===== src/hdl/pefs_pkg.sv =====
`timescale 1ns / 1ps
// ----------------------------------------------------------------------------
// pefs_pkg
// Shared types and constants for the power and environment fault supervisor:
// channel numbering, thresholds, per-channel limits, caps and action masks.
// ----------------------------------------------------------------------------
package pefs_pkg;

  localparam int NCHAN = 10;
  localparam int CNT_W = 5;

  // Channel numbers
  localparam int CH_MAINS_HIGH = 0;
  localparam int CH_MAINS_LOW  = 1;
  localparam int CH_MBAT_HIGH  = 2;
  localparam int CH_MBAT_LOW   = 3;
  localparam int CH_SBAT_HIGH  = 4;
  localparam int CH_SBAT_LOW   = 5;
  localparam int CH_SYS_TEMP   = 6;
  localparam int CH_BAT_TEMP   = 7;
  localparam int CH_SUP_TEMP   = 8;
  localparam int CH_FIRE       = 9;

  // Configuration register indexes
  localparam logic [1:0] REG_FAN_MARGIN     = 2'd0;
  localparam logic [1:0] REG_RAIN_THRESHOLD = 2'd1;
  localparam logic [1:0] REG_RAIN_RUNS      = 2'd2;
  localparam logic [1:0] REG_RAIN_HOLD      = 2'd3;

  // Configuration reset values
  localparam logic [7:0]  FAN_MARGIN_RST     = 8'd25;
  localparam logic [11:0] RAIN_THRESHOLD_RST = 12'd1018;
  localparam logic [3:0]  RAIN_RUNS_RST      = 4'd10;
  localparam logic [9:0]  RAIN_HOLD_RST      = 10'd300;

  // Mains thresholds, volts
  localparam logic [8:0] MAINS_HIGH_V  = 9'd265;
  localparam logic [8:0] MAINS_LOW_MIN = 9'd90;
  localparam logic [8:0] MAINS_LOW_MAX = 9'd200;

  // Battery thresholds, millivolts
  localparam logic [14:0] MBAT_HIGH_MV = 15'd17000;
  localparam logic [14:0] MBAT_LOW_MV  = 15'd12000;
  localparam logic [14:0] SBAT_HIGH_MV = 15'd6000;
  localparam logic [14:0] SBAT_LOW_MV  = 15'd3200;

  // Temperature thresholds, tenths of a degree C
  localparam logic signed [11:0] SYS_TEMP_MAX  = 12'sd390;
  localparam logic signed [11:0] BAT_TEMP_MAX  = 12'sd360;
  localparam logic signed [11:0] SUP_TEMP_MAX  = 12'sd370;
  localparam logic signed [11:0] FIRE_SYS_TEMP = 12'sd400;
  localparam logic signed [11:0] FIRE_BAT_TEMP = 12'sd450;
  localparam logic signed [11:0] FIRE_SUP_TEMP = 12'sd400;

  localparam logic [3:0] WET_RUN_MAX = 4'd15;

  // Per-channel latch limit and counter cap, channel 0 first
  localparam logic [CNT_W-1:0] CHAN_LIMIT [NCHAN] = '{
    5'd8, 5'd8, 5'd6, 5'd5, 5'd5, 5'd5, 5'd5, 5'd5, 5'd6, 5'd18
  };
  localparam logic [CNT_W-1:0] CHAN_CAP [NCHAN] = '{
    5'd10, 5'd10, 5'd10, 5'd10, 5'd10, 5'd10, 5'd10, 5'd10, 5'd10, 5'd20
  };

  // Action masks, bit per channel
  localparam logic [NCHAN-1:0] RELAY_ENGAGE_MASK  = 10'b00_0001_0111;
  localparam logic [NCHAN-1:0] RELAY_RELEASE_MASK = 10'b00_0001_0111;
  localparam logic [NCHAN-1:0] LEDS_OFF_MASK      = 10'b11_1101_1100;
  localparam logic [NCHAN-1:0] POWER_CUT_MASK     = 10'b10_0000_0001;

  // Actions requested by the fault channels in one tick
  typedef struct packed {
    logic relay_wr;   // some channel wrote the relay level
    logic relay_val;  // last level written
    logic power_cut;
    logic leds_off;
  } pefs_fault_act_t;

endpackage


===== src/hdl/pefs_cond.sv =====
`timescale 1ns / 1ps
// ----------------------------------------------------------------------------
// pefs_cond
// Threshold compares for one sample set: the ten fault conditions and the
// fan decision.
// ----------------------------------------------------------------------------
module pefs_cond
  import pefs_pkg::*;
(
  input  logic [8:0]         mains_volts,
  input  logic [14:0]        main_batt_mv,
  input  logic [14:0]        sys_batt_mv,
  input  logic signed [11:0] system_temp,
  input  logic signed [11:0] battery_temp,
  input  logic signed [11:0] supply_temp,
  input  logic [7:0]         fan_margin,
  output logic [NCHAN-1:0]   cond,
  output logic               fan_on
);

  logic signed [13:0] sys_x;
  logic signed [13:0] sup_plus_margin;

  // Fan: system temp above supply temp plus margin, in 14-bit signed
  assign sys_x           = 14'(system_temp);
  assign sup_plus_margin = 14'(supply_temp) + $signed({6'd0, fan_margin});
  assign fan_on          = sys_x > sup_plus_margin;

  // Fault conditions
  always_comb begin
    cond                = '0;
    cond[CH_MAINS_HIGH] = mains_volts > MAINS_HIGH_V;
    cond[CH_MAINS_LOW]  = (mains_volts > MAINS_LOW_MIN) && (mains_volts < MAINS_LOW_MAX);
    cond[CH_MBAT_HIGH]  = main_batt_mv > MBAT_HIGH_MV;
    cond[CH_MBAT_LOW]   = main_batt_mv < MBAT_LOW_MV;
    cond[CH_SBAT_HIGH]  = sys_batt_mv > SBAT_HIGH_MV;
    cond[CH_SBAT_LOW]   = sys_batt_mv < SBAT_LOW_MV;
    cond[CH_SYS_TEMP]   = system_temp > SYS_TEMP_MAX;
    cond[CH_BAT_TEMP]   = battery_temp > BAT_TEMP_MAX;
    cond[CH_SUP_TEMP]   = supply_temp > SUP_TEMP_MAX;
    cond[CH_FIRE]       = (system_temp > FIRE_SYS_TEMP) || (battery_temp > FIRE_BAT_TEMP) ||
                          (supply_temp > FIRE_SUP_TEMP);
  end

endmodule


===== src/hdl/pefs_fault_bank.sv =====
`timescale 1ns / 1ps
// ----------------------------------------------------------------------------
// pefs_fault_bank
// Ten fault channels, each a saturating run counter and a latch. Computes the
// next state and the actions of this tick; state moves when advance is high.
// ----------------------------------------------------------------------------
module pefs_fault_bank
  import pefs_pkg::*;
(
  input  logic             clk,
  input  logic             rst,
  input  logic             advance,
  input  logic [NCHAN-1:0] cond,
  output logic [NCHAN-1:0] latched_next,
  output logic [NCHAN-1:0] alarm_next,
  output pefs_fault_act_t  act
);

  logic [CNT_W-1:0] cnt      [NCHAN];
  logic [CNT_W-1:0] cnt_next [NCHAN];
  logic [NCHAN-1:0] latched;
  logic [NCHAN-1:0] latch_evt;
  logic [NCHAN-1:0] clear_evt;

  // Per-channel counter and latch update
  always_comb begin
    for (int c = 0; c < NCHAN; c++) begin
      cnt_next[c]  = cnt[c];
      latch_evt[c] = 1'b0;
      clear_evt[c] = 1'b0;
      if (cond[c]) begin
        if (cnt[c] < CHAN_CAP[c]) begin
          cnt_next[c] = cnt[c] + 1'b1;
        end
        latch_evt[c] = (cnt_next[c] >= CHAN_LIMIT[c]) && !latched[c];
      end else if (latched[c]) begin
        cnt_next[c]  = '0;
        clear_evt[c] = 1'b1;
      end
      alarm_next[c] = cnt_next[c] >= CHAN_LIMIT[c];
    end
  end

  assign latched_next = (latched | latch_evt) & ~clear_evt;

  // Actions; relay writes go in channel order so the last one wins
  always_comb begin
    act           = '0;
    act.power_cut = |(latch_evt & POWER_CUT_MASK);
    act.leds_off  = |(latch_evt & LEDS_OFF_MASK);
    for (int c = 0; c < NCHAN; c++) begin
      if (latch_evt[c] && RELAY_ENGAGE_MASK[c]) begin
        act.relay_wr  = 1'b1;
        act.relay_val = 1'b0;
      end else if (clear_evt[c] && RELAY_RELEASE_MASK[c]) begin
        act.relay_wr  = 1'b1;
        act.relay_val = 1'b1;
      end
    end
  end

  // State registers
  always_ff @(posedge clk) begin
    if (rst) begin
      latched <= '0;
      for (int c = 0; c < NCHAN; c++) begin
        cnt[c] <= '0;
      end
    end else if (advance) begin
      latched <= latched_next;
      for (int c = 0; c < NCHAN; c++) begin
        cnt[c] <= cnt_next[c];
      end
    end
  end

  // A latch event is never lost by the state update
  a_latch_taken: assert property (@(posedge clk) disable iff (rst)
    advance |=> ((latched & $past(latch_evt)) == $past(latch_evt)))
    else $error("latch event not recorded");

  // Latches only move with an accepted item
  a_latch_hold: assert property (@(posedge clk) disable iff (rst)
    !advance |=> $stable(latched))
    else $error("latches changed without an item");

  // A fault latches only on a true condition
  a_latch_cond: assert property (@(posedge clk) disable iff (rst)
    (latch_evt & ~cond) == '0)
    else $error("latch event without its condition");

endmodule


===== src/hdl/pefs_rain.sv =====
`timescale 1ns / 1ps
// ----------------------------------------------------------------------------
// pefs_rain
// Wet-run detector, rain hold timer and the protect relay level. The fault
// channels' relay write is applied first, then the hold timer overrides it.
// ----------------------------------------------------------------------------
module pefs_rain
  import pefs_pkg::*;
(
  input  logic            clk,
  input  logic            rst,
  input  logic            advance,
  input  logic [11:0]     rain_level,
  input  logic [11:0]     rain_level_threshold,
  input  logic [3:0]      rain_detect_runs,
  input  logic [9:0]      rain_hold_ticks,
  input  pefs_fault_act_t act,
  output logic            relay_next,
  output logic            flag_next
);

  logic [3:0] wet_cnt;
  logic [3:0] wet_cnt_next;
  logic [9:0] hold;
  logic [9:0] hold_mid;
  logic [9:0] hold_next;
  logic       flag;
  logic       relay_level;
  logic       wet;

  // Wet run count and hold timer load
  always_comb begin
    wet = rain_level < rain_level_threshold;
    if (!wet) begin
      wet_cnt_next = '0;
    end else if (wet_cnt == WET_RUN_MAX) begin
      wet_cnt_next = wet_cnt;
    end else begin
      wet_cnt_next = wet_cnt + 1'b1;
    end
    hold_mid = (wet && (wet_cnt_next > rain_detect_runs)) ? rain_hold_ticks : hold;
  end

  // Relay level: fault write, then rain hold override
  always_comb begin
    relay_next = act.relay_wr ? act.relay_val : relay_level;
    flag_next  = 1'b0;
    hold_next  = '0;
    if (hold_mid != '0) begin
      relay_next = 1'b0;
      flag_next  = 1'b1;
      hold_next  = hold_mid - 1'b1;
    end else if (flag) begin
      relay_next = 1'b1;
    end
  end

  always_ff @(posedge clk) begin
    if (rst) begin
      wet_cnt     <= '0;
      hold        <= '0;
      flag        <= 1'b0;
      relay_level <= 1'b1;
    end else if (advance) begin
      wet_cnt     <= wet_cnt_next;
      hold        <= hold_next;
      flag        <= flag_next;
      relay_level <= relay_next;
    end
  end

  // While the rain hold is active the relay stays engaged
  a_flag_relay: assert property (@(posedge clk) disable iff (rst)
    flag |-> !relay_level)
    else $error("rain hold active with relay released");

  // A running hold timer always has the flag set
  a_hold_flag: assert property (@(posedge clk) disable iff (rst)
    (hold != '0) |-> flag)
    else $error("hold timer running without flag");

endmodule


===== src/hdl/power_env_fault_supervisor.sv =====
`timescale 1ns / 1ps
// ----------------------------------------------------------------------------
// power_env_fault_supervisor
// Power and environment fault supervisor: ten fault channels, fan control,
// protect relay level and rain hold timer, one result item per sample item.
// ----------------------------------------------------------------------------
// The block takes one sample item per clock while in_ready is high and gives one
// result item per item, in order. An item waits in the input register and then
// lands in the result register once that register is empty or its result is taken;
// the result is valid from then on and is taken when the output side is ready. The
// supervisor state (run counters, latches, wet count, hold timer, relay level)
// updates on the same edge that an item moves to the result register, so the
// sustained rate is one item per cycle while the output side is ready. A held
// result stalls the input only once the input register is also full.
// Configuration writes take effect at once and are meant for an idle block.
module power_env_fault_supervisor
  import pefs_pkg::*;
(
  input  logic               clk,
  input  logic               rst,
  // configuration
  input  logic               cfg_we,
  input  logic [1:0]         cfg_index,
  input  logic [11:0]        cfg_data,
  // sample items
  input  logic               in_valid,
  output logic               in_ready,
  input  logic [8:0]         mains_volts,
  input  logic [14:0]        main_batt_mv,
  input  logic [14:0]        sys_batt_mv,
  input  logic signed [11:0] system_temp,
  input  logic signed [11:0] battery_temp,
  input  logic signed [11:0] supply_temp,
  input  logic [11:0]        rain_level,
  // result items
  output logic               out_valid,
  input  logic               out_ready,
  output logic               fan_on,
  output logic               protect_relay_level,
  output logic               power_cut_pulse,
  output logic               leds_off,
  output logic [NCHAN-1:0]   alarm_active,
  output logic [NCHAN-1:0]   latched_faults,
  output logic               rain_protect
);

  logic [7:0]         fan_margin;
  logic [11:0]        rain_level_threshold;
  logic [3:0]         rain_detect_runs;
  logic [9:0]         rain_hold_ticks;

  logic               s1_valid;
  logic [8:0]         s1_mains;
  logic [14:0]        s1_mbat;
  logic [14:0]        s1_sbat;
  logic signed [11:0] s1_st;
  logic signed [11:0] s1_bt;
  logic signed [11:0] s1_et;
  logic [11:0]        s1_rain;
  logic               advance;

  logic [NCHAN-1:0]   cond;
  logic               fan_next;
  logic [NCHAN-1:0]   latched_next;
  logic [NCHAN-1:0]   alarm_next;
  pefs_fault_act_t    act;
  logic               relay_next;
  logic               flag_next;

  // Configuration registers
  always_ff @(posedge clk) begin
    if (rst) begin
      fan_margin           <= FAN_MARGIN_RST;
      rain_level_threshold <= RAIN_THRESHOLD_RST;
      rain_detect_runs     <= RAIN_RUNS_RST;
      rain_hold_ticks      <= RAIN_HOLD_RST;
    end else if (cfg_we) begin
      case (cfg_index)
        REG_FAN_MARGIN:     fan_margin           <= cfg_data[7:0];
        REG_RAIN_THRESHOLD: rain_level_threshold <= cfg_data;
        REG_RAIN_RUNS:      rain_detect_runs     <= cfg_data[3:0];
        REG_RAIN_HOLD:      rain_hold_ticks      <= cfg_data[9:0];
        default: begin
        end
      endcase
    end
  end

  // Handshake: input register drains into the result register
  assign advance  = s1_valid && (!out_valid || out_ready);
  assign in_ready = !s1_valid || advance;

  always_ff @(posedge clk) begin
    if (rst) begin
      s1_valid <= 1'b0;
    end else if (in_ready) begin
      s1_valid <= in_valid;
    end
  end

  // Input register payload
  always_ff @(posedge clk) begin
    if (in_valid && in_ready) begin
      s1_mains <= mains_volts;
      s1_mbat  <= main_batt_mv;
      s1_sbat  <= sys_batt_mv;
      s1_st    <= system_temp;
      s1_bt    <= battery_temp;
      s1_et    <= supply_temp;
      s1_rain  <= rain_level;
    end
  end

  pefs_cond u_cond (
    .mains_volts  (s1_mains),
    .main_batt_mv (s1_mbat),
    .sys_batt_mv  (s1_sbat),
    .system_temp  (s1_st),
    .battery_temp (s1_bt),
    .supply_temp  (s1_et),
    .fan_margin   (fan_margin),
    .cond         (cond),
    .fan_on       (fan_next)
  );

  pefs_fault_bank u_bank (
    .clk          (clk),
    .rst          (rst),
    .advance      (advance),
    .cond         (cond),
    .latched_next (latched_next),
    .alarm_next   (alarm_next),
    .act          (act)
  );

  pefs_rain u_rain (
    .clk                  (clk),
    .rst                  (rst),
    .advance              (advance),
    .rain_level           (s1_rain),
    .rain_level_threshold (rain_level_threshold),
    .rain_detect_runs     (rain_detect_runs),
    .rain_hold_ticks      (rain_hold_ticks),
    .act                  (act),
    .relay_next           (relay_next),
    .flag_next            (flag_next)
  );

  // Result register
  always_ff @(posedge clk) begin
    if (rst) begin
      out_valid <= 1'b0;
    end else if (advance) begin
      out_valid <= 1'b1;
    end else if (out_ready) begin
      out_valid <= 1'b0;
    end
  end

  always_ff @(posedge clk) begin
    if (advance) begin
      fan_on              <= fan_next;
      protect_relay_level <= relay_next;
      power_cut_pulse     <= act.power_cut;
      leds_off            <= act.leds_off;
      alarm_active        <= alarm_next;
      latched_faults      <= latched_next;
      rain_protect        <= flag_next;
    end
  end

  // An empty result register never blocks the input
  a_no_stall_empty: assert property (@(posedge clk) disable iff (rst)
    !out_valid |-> in_ready)
    else $error("input stalled with empty result register");

  // A new result only comes from a full input register
  a_result_source: assert property (@(posedge clk) disable iff (rst)
    $rose(out_valid) |-> $past(s1_valid))
    else $error("result appeared without an item");

  // A held result is never overwritten
  a_result_held: assert property (@(posedge clk) disable iff (rst)
    out_valid && !out_ready |-> !advance)
    else $error("held result overwritten");

endmodule

===== config.mk =====
export PLATFORM = sky130hd
export DESIGN_NAME = power_env_fault_supervisor
export DESIGN_NICKNAME = d
export VERILOG_FILES = /design/src/hdl/pefs_pkg.sv /design/src/hdl/pefs_cond.sv /design/src/hdl/pefs_fault_bank.sv /design/src/hdl/pefs_rain.sv /design/src/hdl/power_env_fault_supervisor.sv
export SDC_FILE = /design/constraint.sdc
export NUM_CORES = 1
export LEC_CHECK = 0
export ABC_AREA = 1
export BUFFER_PORTS_ARGS = -buffer_cell sky130_fd_sc_hd__buf_2
export CELL_PAD_IN_SITES_DETAIL_PLACEMENT = 0
export CELL_PAD_IN_SITES_GLOBAL_PLACEMENT = 1
export CORE_AREA = 2 2 215 217
export CTS_CLUSTER_DIAMETER = 150
export DETAILED_ROUTE_END_ITERATION = 8
export DIE_AREA = 0 0 217 219
export PLACE_DENSITY_LB_ADDON = 0.1
export SYNTH_ARGS = -nofsm -noshare
export SYNTH_HDL_FRONTEND = slang
export SYNTH_SLANG_ARGS = --single-unit

===== constraint.sdc =====
create_clock -name clk -period 3.9 [get_ports clk]
set_input_delay 0.39 -clock clk [delete_from_list [all_inputs] [get_ports clk]]
set_output_delay 0.39 -clock clk [all_outputs]
set_load 0.05 [all_outputs]

==> results.toml, run 1 <==
[run_status]
status = "finished, final reports clean"

[critical_path]
required_ns = 4.33
cp_slowest_cell = "edfxtp_1"
criticalPathCategory = "register to register"
reg2reg_depth = 26
slowest_delay_ns = 0.36
path_max_fanout = 10
cp-end-kind = "register"
crit_top_cell = "nand2_1"
r2r_setup_slack_ns = 0.57
worstPathArrival_ns = 3.76
crit_path_start_kind = "register"

[detailed_routing]
m1WireLength_um = 13600
route.met3.wl_um = 1030
vias = 8801
avgRoutedWirePerCell_um = 13.6
via_per_inst = 4.21
totalWireLength_um = 28500
firstDrtPassIters = 4
routed.top_layer = "met4"
drc_errors = 0
drtAntennaViolNets = 0
drtIter0Drc = 360
dr_wl_met2_um = 13200

[finish]
multiInputGateArea_sq_um = 4260
final_cell_mix = "nand2_1 (228), inv_1 (194), edfxtp_1 (162)"
area_growth_pct = 29.3
seqCellArea_sq_um = 6110
layout-drive-gt1-share = 0.150
final_nets = 1623
fillers = 4751
fin_area_sq_um = 14500
final_common_cell = "nand2_1"

[floorplan]
rows = 78
ioPinCount = 133
design.core.area_sq_um = 45100
start_util = 0.248
die_w_um = 217
die_area_sq_um = 47500
die_h_um = 219

[logic_synthesis]
ys_seq_area_frac = 0.545
synth_cells = 1223
yosysTopAreaCellShare = 0.434
ys.warnings.count = 0
syn-num-nets = 1379
yosys.area.top_type = "edfxtp_1"
synth_cell_types = 50
synth_area_sq_um = 11200
ys_top_cells_by_area = "edfxtp_1 (43%), dfxtp_1 (11%), nand2_1 (7.6%)"
yosys_register_bits = 224
syn_area_per_cell_sq_um = 9.16

[sta]
fin_ws_ns = 0.573
setup_violations = 0
hold_viol = 0
max_freq_mhz = 301
tightest_slew_ns = 0.937
fin_skew_ns = 0.0182
finalCriticalPeriod_ns = 3.33
rsz0062_at_grt = "no"
drv_slew = 0
hold-worst-slack_ns = 0.0886
final.setup.tns_ns = 0
period_share = 0.853
relSlewSlack = 0.375

[pwr]
p_leak_nw = 6.29
powerDensity_nw_per_um2 = 503
vdd_drop_max_v = 0.000321

[global_route]
grt_use_total = 0.121
grt_pass1_wl_um = 46200
grt_pass1_vias = 8892
antenna_found_initial = 0
grt_max_degree = 52
overflow = 0

[clock_network]
cts_tree = "built"
clk_latency_ns = 0.57
clock_sinks = 224
clk_pin_slew_ns = 0.06
htreeDepth = 1
cts_buffers = 29
root_buffer = "clkbuf_16"
clockBufferDepth = 3
cts_setup_buffers = 0
cts_resized = 0

[min_path]
whs_path_depth = 3
hold_path.class = "input port to register"

[placement]
place_area_sq_um = 12600
place_congestion = 0.758
place.port_buffers = 132
dp_slack_ns = 0.517
post-dp-hpwl_um = 20400

[flow_run]
cap_viol_max_count = 0
per-stage QoR:
stage / power (mW) / std cells / util
after detailed placement: 4.60 / 1949 / 0.281
after global placement: 4.62 / 1949 / 0.281
after CTS: 7.45 / 2090 / 0.321
final: 7.28 / 2091 / 0.321
after floorplan: 4.17 / 1223 / -
after global routing: 7.76 / 2090 / 0.321
repair_timing:
action | in CTS | in global routing
endpoints found under the setup margin | 0 | 0
hold buffers | 87 | 0
endpoints found under the hold margin | 87 | 0
power by group:
part           internal [mW]  switching [mW]
combinational          0.606            1.08
clock                   1.63            1.07
sequential              2.79           0.110
total                   5.02            2.26
flip-flops by register name, indices dropped and copies added (netlist names), 4 cells and up:
| signal | cells |
|---|---|
| u_bank.cnt | 50 |
| s1_mbat | 15 |
| s1_sbat | 15 |
| rain_level_threshold | 12 |
| s1_bt | 12 |
| s1_et | 12 |
| s1_rain | 12 |
| s1_st | 12 |
| alarm_active | 10 |
| latched_faults | 10 |
| rain_hold_ticks | 10 |
| u_bank.latched | 10 |
| u_rain.hold | 10 |
| s1_mains | 9 |
| fan_margin | 8 |
| rain_detect_runs | 4 |
| u_rain.wet_cnt | 4 |
per-layer routing:
metal / GRT usage / vias to the layer above
met5: 0 / -
met4: 0.0352 / 0
met3: 0.0243 / 42
met2: 0.202 / 123
met1: 0.159 / 4014
li1: - / 4622
cell families (layout without fill, tap and decap cells):
kind of cell | Yosys count | after routing | share of synthesized area
flops | 224 | 224 | 0.545
xor+xnor | 27 | 27 | 0.0211
fa+ha+maj | 50 | 50 | 0.0565
simple gates | 475 | 475 | 0.183
mux | 1 | 1 | 0.000894
other cells | 0 | 1 | 0
compound gates | 230 | 230 | 0.118
buf+inv | 216 | 483 | 0.0744
critical path, delay by kind of cell, from the launching register on:
kind / cells / cell delay [ns]
simple gates: 16 / 1.40
fa+ha+maj: 3 / 0.79
buf+inv: 5 / 0.45
flops: 1 / 0.36
compound gates: 2 / 0.20
layout make-up:
type,instances,share of cell area
antenna,1,0.000173
tap,600,0.0518
clock buffer,40,0.0550
sequential,224,0.422
multi-input combinational,783,0.294
clock inverter,14,0.0110
timing repair buffer,231,0.115
inverter,198,0.0515
path summary, 6_finish.rpt:
kind                      startpoint                       to
hold / removal           cfg_data[9]  rain_level_threshold[9]
setup reg to reg          s1_rain[7]           u_rain.hold[6]
hold reg to reg   rain_hold_ticks[7]       rain_hold_ticks[7]
setup / recovery          s1_rain[7]           u_rain.hold[6]
cell usage after synthesis (all sizes together):
cell      n
xnor2     4
o21a      3
nor3b     2
clkbuf   10
o21ai   103
o311ai    2
a31oi     6
and2      2
xor2     23
nand2   241
nand3b    4
a21o      5
nand3    47
o21bai    4
o22ai    10
or2       2
a22oi     3
mux2i     1
a211oi    2
nor3     19
clkinv    1
a41oi     6
o31ai     2
inv     197
nor4      6
ha       49
nor2    134
buf       8
nand4    18
edfxtp  162
o41ai     2
a21oi    68
o211ai   13
a31o      1
dfxtp    62
fa        1
No activity file was read; power rests on OpenSTA's default activity.
==> inputs of run 2 (changes only) <==
CORE_AREA = 5 5 218 220   (was 2 2 215 217)
DIE_AREA = 0 0 223 225   (was 0 0 217 219)
==> run 2 against run 1 <==
Effect of this change: critical path depth unchanged; first-iteration DRC count down 4.4%; cell count about the same; largest cell class unchanged.
==> results.toml, run 2 (synthesis results as in run 1) <==
[min_path]
min_to = "s1_et[7]"
hp-start = "supply_temp[7]"
hold_path.class = "input port to register"
whs_path_depth = 1

[clock_network]
htreeDepth = 1
clk_latency_ns = 0.56
clk_pin_slew_ns = 0.06
cts_buffers = 29
clock_sinks = 224
cts_resized = 0
cts_tree = "built"
clockBufferDepth = 3
root_buffer = "clkbuf_16"

[sta]
max_freq_mhz = 306
period_share = 0.839
drv_slew = 0
relSlewSlack = 0.395
final.setup.tns_ns = 0
tightest_slew_ns = 0.907
fin_skew_ns = 0.0136
hold_viol = 0
setup_violations = 0
rsz0062_at_grt = "no"
finalCriticalPeriod_ns = 3.27

[finish]
top_regs = "u_bank.cnt: 50 flops, s1_mbat: 15 flops, s1_sbat: 15 flops"
final_common_cell = "nand2_1"
final_cell_mix = "nand2_1 (228), inv_1 (194), edfxtp_1 (162)"
final_nets = 1623
diodes = 0
fillers = 4737
area_growth_pct = 29.6
layout-drive-gt1-share = 0.152
regMostFlops = "u_bank.cnt"
largest_reg_flops = 50

[critical_path]
worstPathArrival_ns = 3.71
r2r-end = "u_rain.hold[6]"
slowest_delay_ns = 0.36
crit_path_start_kind = "register"
crit_top_cell = "nand2_1"
cp_slowest_cell = "edfxtp_1"
reg2reg_depth = 26
path_max_fanout = 10
cp-end-kind = "register"
r2r-start = "s1_rain[7]"
required_ns = 4.34
criticalPathCategory = "register to register"
r2r_setup_slack_ns = 0.63

[floorplan]
design.core.area_sq_um = 45100
start_util = 0.248
die_area_sq_um = 50200
die_h_um = 225
ioPinCount = 133
die_w_um = 223
rows = 78

[global_route]
overflow = 0
grt_pass1_vias = 8923
grt_pass1_wl_um = 46700
antenna_found_initial = 0
grt_use_total = 0.114
grt_max_degree = 56

[placement]
place.port_buffers = 132
place_congestion = 0.746
post-dp-hpwl_um = 21000

[detailed_routing]
via_per_inst = 4.17
m1WireLength_um = 13800
routed.top_layer = "met4"
drtAntennaViolNets = 0
drtIter0Drc = 344
route.met3.wl_um = 1100
avgRoutedWirePerCell_um = 13.9
vias = 8717
dr_wl_met2_um = 13700
drc_errors = 0
totalWireLength_um = 29000
firstDrtPassIters = 4

[pwr]
powerDensity_nw_per_um2 = 509
p_leak_nw = 6.32
power_mw = 7.39
vdd_drop_max_v = 0.000318

[run_status]
status = "finished, final reports clean"

[flow_run]
cap_viol_max_count = 0
run 2: changes by cell type in the layout (fill, tap and decap cells not counted), moves of 2 or more:
cell,change
clkbuf_1,-3
buf_4,+2
bufinv_16,+2
clkinv_2,+2
inv_6,-2
run 2: area by class of cell:
cell class                      instances  area [sq um]  area share
Timing Repair Buffer                  231          1640       0.113
Inverter                              198           746      0.0514
Clock buffer                           38           800      0.0551
Tap cell                              600           751      0.0517
Multi-Input combinational cell        783          4260       0.293
Sequential cell                       224          6110       0.421
Clock inverter                         16           208      0.0143
run 2: worst max path at each step:
stage / startpoint / endpoint / slack [ns] / cells past startpoint
floorplan: out_valid / u_bank.cnt[0][0] / 0.30 / 6
global placement: s1_rain[7] / u_rain.hold[6] / 0.59 / 26
detailed placement: s1_rain[7] / u_rain.hold[6] / 0.56 / 26
CTS: s1_rain[7] / u_rain.hold[6] / 0.54 / 26
global route: s1_rain[7] / u_rain.hold[6] / 0.18 / 26
finish: s1_rain[7] / u_rain.hold[6] / 0.63 / 26
run 2: timing repair:
action	CTS	global route
buffers inserted	0	0
setup endpoints to repair	0	0
hold endpoints to repair	86	0
hold buffers	86	0
run 2: where the power goes:
group | total (mW) | internal, mW | switching [mW]
clock | 2.81 | 1.76 | 1.05
sequential | 2.90 | 2.79 | 0.107
combinational | 1.68 | 0.605 | 1.08
run 2: per-stage QoR:
stage	hold slack (ns)	setup slack [ns]	utilization	instances	cell area, sq um
CTS	0.00977	0.544	0.322	2090	14500
detailed placement	0.449	0.558	0.280	1950	12600
global route	0.0239	0.181	0.322	2090	14500
global placement	0.445	0.592	0.280	1950	12600
finish	0.0554	0.628	0.322	2090	14500
floorplan	0.426	0.296	-	1223	11200
run 2: layer usage:
layer	track usage	vias up
li1	-	4617
met1	0.150	3980
met2	0.196	94
met3	0.0206	26
met4	0.0257	0
met5	0	-
run 2: critical path, delay by kind of cell (launching register included):
kind	cells	cell delay [ns]
buffers and inverters	5	0.44
adder cells (fa/ha/maj)	3	0.79
flip-flops	1	0.36
AND/OR/NAND/NOR	16	1.35
AO/OA/AOI/OAI	2	0.20
